`config.mk`:
```
export PLATFORM = sky130hd
export DESIGN_NAME = sha256_byte_stream_hasher
export DESIGN_NICKNAME = d
export VERILOG_FILES = /design/src/sv/sha_pkg.sv /design/src/sv/sha_core.sv /design/src/sv/sha_ctrl.sv /design/src/sv/sha256_byte_stream_hasher.sv
export SDC_FILE = /design/constraint.sdc
export NUM_CORES = 2
export LEC_CHECK = 0
export ABC_CLOCK_PERIOD_IN_PS = 23300
export BUFFER_PORTS_ARGS = -buffer_cell sky130_fd_sc_hd__clkbuf_2
export CAP_MARGIN = 20
export CORE_ASPECT_RATIO = 1.4
export CORE_MARGIN = 3
export CORE_UTILIZATION = 50
export DETAILED_ROUTE_END_ITERATION = 10
export GPL_TIMING_DRIVEN = 0
export PLACE_DENSITY_LB_ADDON = 0.05
export REMOVE_ABC_BUFFERS = 1
export SYNTH_ARGS = -nofsm -noshare
export SYNTH_HDL_FRONTEND = slang
export SYNTH_HIERARCHICAL = 1
export SYNTH_SLANG_ARGS = --single-unit
```
`constraint.sdc`:
```
create_clock -name clk_i -period 23.3 [get_ports clk_i]
set_input_delay 3.495 -clock clk_i [delete_from_list [all_inputs] [get_ports clk_i]]
set_output_delay 3.495 -clock clk_i [all_outputs]
set_load 0.02 [all_outputs]
```
`src/sv/sha_pkg.sv`:
```
// Shared types, constants and round functions of the SHA-256 hasher.
package sha_pkg;
  localparam logic [31:0] H_INIT [8] = '{
    32'h6a09e667, 32'hbb67ae85, 32'h3c6ef372, 32'ha54ff53a,
    32'h510e527f, 32'h9b05688c, 32'h1f83d9ab, 32'h5be0cd19};
  localparam logic [31:0] ROUND_K [64] = '{
    32'h428a2f98, 32'h71374491, 32'hb5c0fbcf, 32'he9b5dba5, 32'h3956c25b, 32'h59f111f1,
    32'h923f82a4, 32'hab1c5ed5, 32'hd807aa98, 32'h12835b01, 32'h243185be, 32'h550c7dc3,
    32'h72be5d74, 32'h80deb1fe, 32'h9bdc06a7, 32'hc19bf174, 32'he49b69c1, 32'hefbe4786,
    32'h0fc19dc6, 32'h240ca1cc, 32'h2de92c6f, 32'h4a7484aa, 32'h5cb0a9dc, 32'h76f988da,
    32'h983e5152, 32'ha831c66d, 32'hb00327c8, 32'hbf597fc7, 32'hc6e00bf3, 32'hd5a79147,
    32'h06ca6351, 32'h14292967, 32'h27b70a85, 32'h2e1b2138, 32'h4d2c6dfc, 32'h53380d13,
    32'h650a7354, 32'h766a0abb, 32'h81c2c92e, 32'h92722c85, 32'ha2bfe8a1, 32'ha81a664b,
    32'hc24b8b70, 32'hc76c51a3, 32'hd192e819, 32'hd6990624, 32'hf40e3585, 32'h106aa070,
    32'h19a4c116, 32'h1e376c08, 32'h2748774c, 32'h34b0bcb5, 32'h391c0cb3, 32'h4ed8aa4a,
    32'h5b9cca4f, 32'h682e6ff3, 32'h748f82ee, 32'h78a5636f, 32'h84c87814, 32'h8cc70208,
    32'h90befffa, 32'ha4506ceb, 32'hbef9a3f7, 32'hc67178f2};
  localparam logic [7:0] PAD_BYTE = 8'h80;
  localparam logic [5:0] LEN_POS  = 6'd56;

  // Control handed from the sequencer to the compression core.
  typedef struct packed {
    logic start;
    logic init;
  } core_ctl_t;

  function automatic logic [31:0] ror(input logic [31:0] x, input int unsigned n);
    ror = (x >> n) | (x << (32 - n));
  endfunction
endpackage

```
`src/sv/sha_core.sv`:
```
// Compression core: message schedule memory, round loop and hash memory.
module sha_core (
  input  logic               clk_i,
  input  logic               rst_ni,
  input  sha_pkg::core_ctl_t ctl_i,
  input  logic               bw_en_i,
  input  logic [3:0]         bw_addr_i,
  input  logic [31:0]        bw_data_i,
  input  logic [3:0]         br_addr_i,
  output logic [31:0]        br_data_o,
  input  logic [2:0]         hr_addr_i,
  output logic [31:0]        hr_data_o,
  output logic               busy_o
);
  import sha_pkg::*;

  typedef enum logic [3:0] {
    C_IDLE = 4'b0001, C_LOAD = 4'b0010, C_ROUND = 4'b0100, C_FOLD = 4'b1000
  } cstate_e;

  logic [31:0] buf_mem [16];
  logic [31:0] hash_mem [8];
  logic [31:0] br_q, hr_q;
  cstate_e     st_q, st_d;
  logic [6:0]  cnt_q, cnt_d;
  logic [31:0] a_q, b_q, c_q, d_q, e_q, f_q, g_q, h_q;
  logic [31:0] w_q [16];
  logic [31:0] w_new, t1, t2, s0, s1, wi;
  logic [5:0]  rnd;
  logic [2:0]  hidx;
  logic [31:0] hsum;

  assign busy_o = (st_q != C_IDLE);
  assign rnd    = cnt_q[5:0];
  assign hidx   = cnt_q[2:0];

  // Block buffer memory, written by the sequencer, read by it outside load and by the core during load.
  always_ff @(posedge clk_i) begin
    if (bw_en_i) buf_mem[bw_addr_i] <= bw_data_i;
    br_q <= buf_mem[(st_q == C_LOAD) ? cnt_q[3:0] : br_addr_i];
  end
  assign br_data_o = br_q;

  // Hash memory: rewritten at init and by the fold pass.
  always_ff @(posedge clk_i) begin
    if (ctl_i.init) begin
      for (int i = 0; i < 8; i++) hash_mem[i] <= H_INIT[i];
    end else if (st_q == C_FOLD) begin
      hash_mem[hidx] <= hsum;
    end
    hr_q <= hash_mem[hr_addr_i];
  end
  assign hr_data_o = hr_q;

  // Round datapath.
  assign s0    = ror(w_q[1], 7) ^ ror(w_q[1], 18) ^ (w_q[1] >> 3);
  assign s1    = ror(w_q[14], 17) ^ ror(w_q[14], 19) ^ (w_q[14] >> 10);
  assign w_new = w_q[0] + s0 + w_q[9] + s1;
  assign wi    = w_q[0];
  assign t1 = h_q + (ror(e_q, 6) ^ ror(e_q, 11) ^ ror(e_q, 25))
            + ((e_q & f_q) ^ (~e_q & g_q)) + ROUND_K[rnd] + wi;
  assign t2 = (ror(a_q, 2) ^ ror(a_q, 13) ^ ror(a_q, 22))
            + ((a_q & b_q) ^ (a_q & c_q) ^ (b_q & c_q));

  // Fold the working word into the hash entry.
  always_comb begin
    case (hidx)
      3'd0: hsum = hash_mem[0] + a_q;
      3'd1: hsum = hash_mem[1] + b_q;
      3'd2: hsum = hash_mem[2] + c_q;
      3'd3: hsum = hash_mem[3] + d_q;
      3'd4: hsum = hash_mem[4] + e_q;
      3'd5: hsum = hash_mem[5] + f_q;
      3'd6: hsum = hash_mem[6] + g_q;
      default: hsum = hash_mem[7] + h_q;
    endcase
  end

  // Sequence load, rounds and fold.
  always_comb begin
    st_d  = st_q;
    cnt_d = cnt_q;
    case (st_q)
      C_IDLE: begin
        if (ctl_i.start) begin
          st_d  = C_LOAD;
          cnt_d = '0;
        end
      end
      C_LOAD: begin
        cnt_d = cnt_q + 7'd1;
        if (cnt_q == 7'd16) begin
          st_d  = C_ROUND;
          cnt_d = '0;
        end
      end
      C_ROUND: begin
        cnt_d = cnt_q + 7'd1;
        if (cnt_q == 7'd63) begin
          st_d  = C_FOLD;
          cnt_d = '0;
        end
      end
      C_FOLD: begin
        cnt_d = cnt_q + 7'd1;
        if (cnt_q == 7'd7) st_d = C_IDLE;
      end
      default: st_d = C_IDLE;
    endcase
  end

  always_ff @(posedge clk_i or negedge rst_ni) begin
    if (!rst_ni) begin
      st_q  <= C_IDLE;
      cnt_q <= '0;
    end else begin
      st_q  <= st_d;
      cnt_q <= cnt_d;
    end
  end

  // Working variables and schedule window.
  always_ff @(posedge clk_i) begin
    if (st_q == C_LOAD) begin
      if (cnt_q != 7'd0) begin
        for (int i = 0; i < 15; i++) w_q[i] <= w_q[i+1];
        w_q[15] <= br_q;
      end
      a_q <= hash_mem[0]; b_q <= hash_mem[1]; c_q <= hash_mem[2]; d_q <= hash_mem[3];
      e_q <= hash_mem[4]; f_q <= hash_mem[5]; g_q <= hash_mem[6]; h_q <= hash_mem[7];
    end else if (st_q == C_ROUND) begin
      for (int i = 0; i < 15; i++) w_q[i] <= w_q[i+1];
      w_q[15] <= w_new;
      h_q <= g_q; g_q <= f_q; f_q <= e_q; e_q <= d_q + t1;
      d_q <= c_q; c_q <= b_q; b_q <= a_q; a_q <= t1 + t2;
    end
  end
endmodule

```
`src/sv/sha_ctrl.sv`:
```
// Byte packer, padding sequencer and digest output stage.
module sha_ctrl (
  input  logic               clk_i,
  input  logic               rst_ni,
  input  logic               in_valid_i,
  output logic               in_stall_o,
  input  logic [7:0]         data_byte_i,
  input  logic               has_byte_i,
  input  logic               last_i,
  output logic               out_valid_o,
  input  logic               out_stall_i,
  output logic [31:0]        digest_word_o,
  output logic [2:0]         word_index_o,
  output logic               last_word_o,
  output sha_pkg::core_ctl_t ctl_o,
  output logic               bw_en_o,
  output logic [3:0]         bw_addr_o,
  output logic [31:0]        bw_data_o,
  output logic [3:0]         br_addr_o,
  input  logic [31:0]        br_data_i,
  output logic [2:0]         hr_addr_o,
  input  logic [31:0]        hr_data_i,
  input  logic               busy_i
);
  import sha_pkg::*;

  typedef enum logic [6:0] {
    S_INIT = 7'b0000001, S_IDLE = 7'b0000010, S_RD = 7'b0000100,
    S_WR = 7'b0001000, S_WAIT = 7'b0010000, S_OUTRD = 7'b0100000,
    S_OUT = 7'b1000000
  } state_e;

  state_e      st_q, st_d;
  logic [5:0]  fill_q, fill_d;
  logic [63:0] total_q, total_d;
  logic [7:0]  byte_q, byte_d;
  logic        pad_q, pad_d;       // in padding phase
  logic        fin_q, fin_d;       // close message after current byte
  logic        zpad_q, zpad_d;     // zero fill runs to the block end, length goes next block
  logic        lenblk_q, lenblk_d; // block in the core holds the length field
  logic [2:0]  widx_q, widx_d;
  logic [31:0] dw_q, dw_d;
  logic        ov_q, ov_d;
  logic [63:0] bits;
  logic [5:0]  npos;
  logic [7:0]  pbyte;
  logic [4:0]  sh;
  logic        accept;

  assign bits       = total_q << 3;
  assign npos       = fill_q + 6'd1;
  assign in_stall_o = (st_q != S_IDLE);
  assign accept     = in_valid_i && !in_stall_o;
  assign sh         = {(2'd3 - fill_q[1:0]), 3'b000};
  assign br_addr_o  = fill_q[5:2];
  assign bw_addr_o  = fill_q[5:2];
  assign bw_data_o  = (br_data_i & ~(32'hff << sh)) | ({24'd0, byte_q} << sh);
  assign bw_en_o    = (st_q == S_WR);
  assign hr_addr_o  = widx_d;

  // Padding byte for the next fill position: zero, or a length byte from 56 on.
  always_comb begin
    if (npos >= LEN_POS && !zpad_q) pbyte = bits[{~npos[2:0], 3'b111} -: 8];
    else pbyte = 8'h00;
  end

  always_comb begin
    st_d = st_q; fill_d = fill_q; total_d = total_q; byte_d = byte_q;
    pad_d = pad_q; fin_d = fin_q; zpad_d = zpad_q; lenblk_d = lenblk_q;
    widx_d = widx_q; dw_d = dw_q; ov_d = ov_q;
    ctl_o = '0;
    case (st_q)
      S_INIT: begin
        ctl_o.init = 1'b1;
        st_d = S_IDLE;
      end
      S_IDLE: begin
        if (accept) begin
          if (has_byte_i) begin
            byte_d  = data_byte_i;
            total_d = total_q + 64'd1;
            fin_d   = last_i;
            st_d    = S_RD;
          end else if (last_i) begin
            byte_d = PAD_BYTE;
            pad_d  = 1'b1;
            zpad_d = (fill_q >= LEN_POS);
            st_d   = S_RD;
          end
        end
      end
      S_RD: st_d = S_WR;
      S_WR: begin
        fill_d = npos;
        if (fill_q == 6'd63) begin
          // Full block: hand it to the core.
          ctl_o.start = 1'b1;
          lenblk_d = pad_q && !zpad_q;
          zpad_d = 1'b0;
          st_d = S_WAIT;
        end else if (fin_q) begin
          fin_d = 1'b0; pad_d = 1'b1; byte_d = PAD_BYTE;
          zpad_d = (npos >= LEN_POS);
          st_d = S_RD;
        end else if (pad_q) begin
          byte_d = pbyte;
          st_d = S_RD;
        end else begin
          st_d = S_IDLE;
        end
      end
      S_WAIT: begin
        if (!busy_i) begin
          if (lenblk_q) begin
            lenblk_d = 1'b0;
            st_d = S_OUTRD;
          end else if (fin_q) begin
            fin_d = 1'b0; pad_d = 1'b1; byte_d = PAD_BYTE; zpad_d = 1'b0; st_d = S_RD;
          end else if (pad_q) begin
            byte_d = 8'h00;
            st_d = S_RD;
          end else begin
            st_d = S_IDLE;
          end
        end
      end
      S_OUTRD: begin
        dw_d = hr_data_i; ov_d = 1'b1; st_d = S_OUT;
      end
      S_OUT: begin
        if (!out_stall_i) begin
          ov_d = 1'b0;
          if (widx_q == 3'd7) begin
            widx_d = '0; total_d = '0; fill_d = '0; pad_d = 1'b0;
            st_d = S_INIT;
          end else begin
            widx_d = widx_q + 3'd1; st_d = S_OUTRD;
          end
        end
      end
      default: st_d = S_INIT;
    endcase
  end

  always_ff @(posedge clk_i or negedge rst_ni) begin
    if (!rst_ni) begin
      st_q <= S_INIT; fill_q <= '0; total_q <= '0; pad_q <= 1'b0;
      fin_q <= 1'b0; zpad_q <= 1'b0; lenblk_q <= 1'b0; widx_q <= '0; ov_q <= 1'b0;
    end else begin
      st_q <= st_d; fill_q <= fill_d; total_q <= total_d; pad_q <= pad_d;
      fin_q <= fin_d; zpad_q <= zpad_d; lenblk_q <= lenblk_d; widx_q <= widx_d;
      ov_q <= ov_d;
    end
  end

  always_ff @(posedge clk_i) begin
    byte_q <= byte_d;
    dw_q   <= dw_d;
  end

  assign out_valid_o   = ov_q;
  assign digest_word_o = dw_q;
  assign word_index_o  = widx_q;
  assign last_word_o   = (widx_q == 3'd7);
endmodule

```
`src/sv/sha256_byte_stream_hasher.sv`:
```
// Top level of the SHA-256 byte stream hasher.
// Usage:
//   Input channel (in_valid_i / in_stall_o) takes one item per handshake:
//   data_byte_i with has_byte_i, and last_i to close the message.
//   Output channel (out_valid_o / out_stall_i) gives eight items per
//   message, digest words h0..h7 with word_index_o, last_word_o on h7.
// Sequence: a plain byte takes a read, merge and write of the block
//   buffer word. A byte that fills a block then runs the core: it loads
//   the 16 block words, runs 64 rounds at one per cycle, does 8 hash
//   fold writes, and then the sequencer sees the core idle.
//   Padding runs byte by byte as a read and a write, plus one or two blocks.
//   Each digest word is read from the hash memory and held until no output
//   stall; after the eighth word the initial hash is reloaded.
// Reset: clears control, loads the initial hash in the first cycle after
//   reset, then in_stall_o drops. No clearing pass for the block buffer.
// Stall: a held digest word stays on the port; no input is taken until
//   all eight words have left, then a fresh message starts.
module sha256_byte_stream_hasher (
  input  logic        clk_i,
  input  logic        rst_ni,
  input  logic        in_valid_i,
  output logic        in_stall_o,
  input  logic [7:0]  data_byte_i,
  input  logic        has_byte_i,
  input  logic        last_i,
  output logic        out_valid_o,
  input  logic        out_stall_i,
  output logic [31:0] digest_word_o,
  output logic [2:0]  word_index_o,
  output logic        last_word_o
);
  import sha_pkg::*;

  core_ctl_t   ctl;
  logic        bw_en, busy;
  logic [3:0]  bw_addr, br_addr;
  logic [31:0] bw_data, br_data, hr_data;
  logic [2:0]  hr_addr;

  sha_ctrl u_ctrl (
    .clk_i, .rst_ni, .in_valid_i, .in_stall_o, .data_byte_i, .has_byte_i, .last_i,
    .out_valid_o, .out_stall_i, .digest_word_o, .word_index_o, .last_word_o,
    .ctl_o(ctl), .bw_en_o(bw_en), .bw_addr_o(bw_addr), .bw_data_o(bw_data),
    .br_addr_o(br_addr), .br_data_i(br_data), .hr_addr_o(hr_addr),
    .hr_data_i(hr_data), .busy_i(busy)
  );

  sha_core u_core (
    .clk_i, .rst_ni, .ctl_i(ctl), .bw_en_i(bw_en), .bw_addr_i(bw_addr),
    .bw_data_i(bw_data), .br_addr_i(br_addr), .br_data_o(br_data),
    .hr_addr_i(hr_addr), .hr_data_o(hr_data), .busy_o(busy)
  );
endmodule

```
==> summary.md <==
| Metric | Value |
|---|---|
| Grt met1 use | `36.4%` |
| Seq/Total Area, Yosys | `53.6%` |
| Met3 usage | `3.95%` |
| CTS root buf | `clkbuf_16` |
| Starting DRT DRC Count | `between 6000 and 7000` |
| Drt pass-1 iters | `8` |
| Post-synth ARST share | `approximately 5.4%` |
| CP top delay family | `compound AO/OA/AOI/OAI gates` |
| Primary FF master, synth | `edfxtp_1` |
| Cells after Synth | `between 7000 and 8000` |
| Die width | `between 300 and 400 µm` |
| Gr ovfl total | `0` |
| Hold slack final | `about 0.40 ns` |
| R2r endpoint | `u_core/a_q[31]` |
| Cell depth of the worst flop-to-flop path | `35` |
| Drc violations | `0` |
| Max-cap violations | `0` |
| Number of synthesized flops with an enable pin | `1576` |
| Startpoint Class | `flop` |
| Clock-pin slew on the worst setup and hold paths | `0.06 ns` |
| Worst path most repeated cell | `o21ai_0` |
| Fin nets | `8651` |
| Slew Limit Headroom | `16.1%` |
| Worst r2r src | `u_core/cnt_q[0]` |
| Number of library cell types mapped by synthesis | `around 100` |
| Cts hold-fix bufs | `0` |
| Height of the chip | `522 µm` |
| Setup TNS | `0 ns` |
| Avg WL per Cell | `29.6 µm` |
| Final setup fails | `0` |
| # placed instances | `between 10000 and 15000` |
| YS warnings | `6` |
| Worst hold endpoint | `u_ctrl/digest_word_o[9]` |
| Clock tree buffer depth | `3` |
| Setup bufs post-CTS | `0` |
| Post-synth top area share | `49.8%` |
| Hold Path Stages | `0` |
| Largest net degree at the start of global routing | `96` |
| DP HPWL | `about 240000 µm` |
| Cell area after synthesis | `between 90000 and 100000 µm²` |
| Vias in the first global route | `66557` |
| Num CTS Buffers | `approximately 170` |
| Crit path arrival time | `13.09 ns` |
| Commonest non-fill, non-tap cell in the layout | `edfxtp_1` |
| Fin crit period | `12.50 ns` |
| Vias per Instance | `between 6 and 7` |
| Commonest non-fill, non-tap cells in the layout | `edfxtp_1 (1576), nand2_1 (1209), nor2_1 (459)` |
| CP max-delay cell | `nor2b_4` |
| Clock Sink Count | `1733` |
| CP Class | `reg2reg` |
| Final wirelength | `315000 µm` |
| GRT met2 Usage | `56.4%` |
| Worst min-delay path category | `reg2reg` |
| Share of cells above drive strength 1 | `11.2%` |
| Top cells by area, synth | `edfxtp_1 (50%), ha_1 (5.2%), mux4_2 (5.1%)` |
| Synth-to-Final Area Change | `11.7%` |
| Total track usage | `between 30% and 40%` |
| Rows | `between 150 and 200` |
| CP bufs+invs | `7` |
| Final hold violations | `0` |
| Initial Utilization | `50.5%` |
| Clock Skew | `between 0.07 and 0.08 ns` |
| Slew Limit Fails | `0` |
| R2R setup slack | `roughly 11 ns` |
| Status | `completed` |
| PostCTS Resize Cnt | `0` |
| RSZ-0062 raised after global routing | `false` |
| Later-pin clock latency in the skew report | `0.87 ns` |
| Antenna violations before repair | `4` |
| Final ANT Viol Nets | `0` |
| Max stage delay on crit path | `0.82 ns` |
| Dominant cell type by area after synthesis | `edfxtp_1` |
| Worst Path Required | `23.90 ns` |
| CTS tree | `done` |
| Worst-path maximum fanout | `17` |
| I/O pin count | `52` |
| GR peak layer | `met2` |
| Die area | `195000 µm²` |
| CTS H-tree lvls | `4` |
| Mean Syn Cell Area | `11.9 µm²` |
| Non-filler cells, final | `10662` |
| First-pass GRT wire length | `453000 µm` |
| Vias | `66189` |
| Critical Path Sink Type | `flop` |
| Filler cells | `15767` |
| Tightest Pin Transition | `1.26 ns` |
| Fmax | `between 80 and 90 MHz` |
| Final Cycle Share | `53.6%` |
| Port-buffer cells | `about 50` |
| RD Place Congestion | `about 0.97` |
| Core box area | `188000 µm²` |
| Min-delay src | `u_core/hr_data_o[9]` |
| FF+latch count, synth | `1733` |
-- metrics by stage --
step,worst slack (ns),utilization [%],area (µm²)
detailed placement,10.28,53.2,100000
CTS,10.31,56.4,106000
floorplan,-16.32,-,93500
global route,10.26,56.4,106000
finish,10.81,56.4,106000
global placement,-50.29,51.5,96900
-- layer usage --
metal	wire, µm	vias to the layer above
met3	17300	782
met2	160000	2766
met4	24900	0
met5	0	-
li1	-	29543
met1	113000	33098
-- logic make-up (layout without fill, tap and decap cells) --
kind of cell	Yosys count	in the layout	share of synthesized area [%]
compound gates	1746	1746	11.9
xor+xnor	583	583	5.37
mux	307	307	6.14
buf+inv	743	935	3.01
other cells	0	2	0
flops	1733	1733	53.6
simple gates	2292	2292	10.6
fa+ha+maj	594	594	9.36
-- Yosys cell counts, types with 26 or more instances --
master     number
a31oi_1        88
fa_1          195
o22ai_1        37
dfxtp_1        64
xor2_1        203
o31ai_1        54
o211ai_1       47
a221oi_1       26
edfxtp_1     1576
o21bai_1       52
nor3_1         81
mux4_2        215
inv_1         360
mux2_2         59
clkbuf_1      311
o21a_1         71
and3_1         40
nor2b_1        35
nand2_1      1213
mux2i_1        33
a21oi_1       431
or4_1          28
and2_1         54
nand4_1        51
a21o_1        193
o21ai_0       397
a211oi_1       87
buf_2          29
o2111ai_1      31
nor2_1        474
nand2b_1       52
nand3_1       110
dfrtp_1        91
buf_1          33
xnor2_1       380
or3_1          45
ha_1          397
-- cell type report --
cell class	instances	area (µm²)	area share (%)
antenna	2	5.00	0.00472
clock buffer	223	4680	4.41
clock inverter	96	1200	1.13
inverter	361	1360	1.28
multi-input combinational	5522	41600	39.2
sequential	1733	50900	48.0
tap	2470	3090	2.91
timing repair buffer	255	3270	3.08
-- worst max path at each step --
stage / start / end / slack [ns] / depth (start not counted)
2_1_floorplan: u_core/st_q[0] / u_core/w_q[0][0] / -16.32 / 3
3_3_place_gp: u_core/st_q[0] / u_core/w_q[0][66] / -50.29 / 3
3_5_place_dp: u_core/cnt_q[1] / u_core/a_q[31] / 10.28 / 39
4_1_cts: u_core/cnt_q[1] / u_core/a_q[31] / 10.31 / 39
5_1_grt: u_core/cnt_q[0] / u_core/a_q[31] / 10.26 / 35
6_report: u_core/cnt_q[0] / u_core/a_q[31] / 10.81 / 35
-- state kept, by name (all words and copies together) (netlist names), 61 cells and up --
name             cells
u_ctrl/total_q      61
u_core/hash_mem    256
u_core/w_q         512
u_core/buf_mem     512
Power is not shown: default switching activity piles up to over one toggle a cycle in this logic, so the estimate is an artifact.
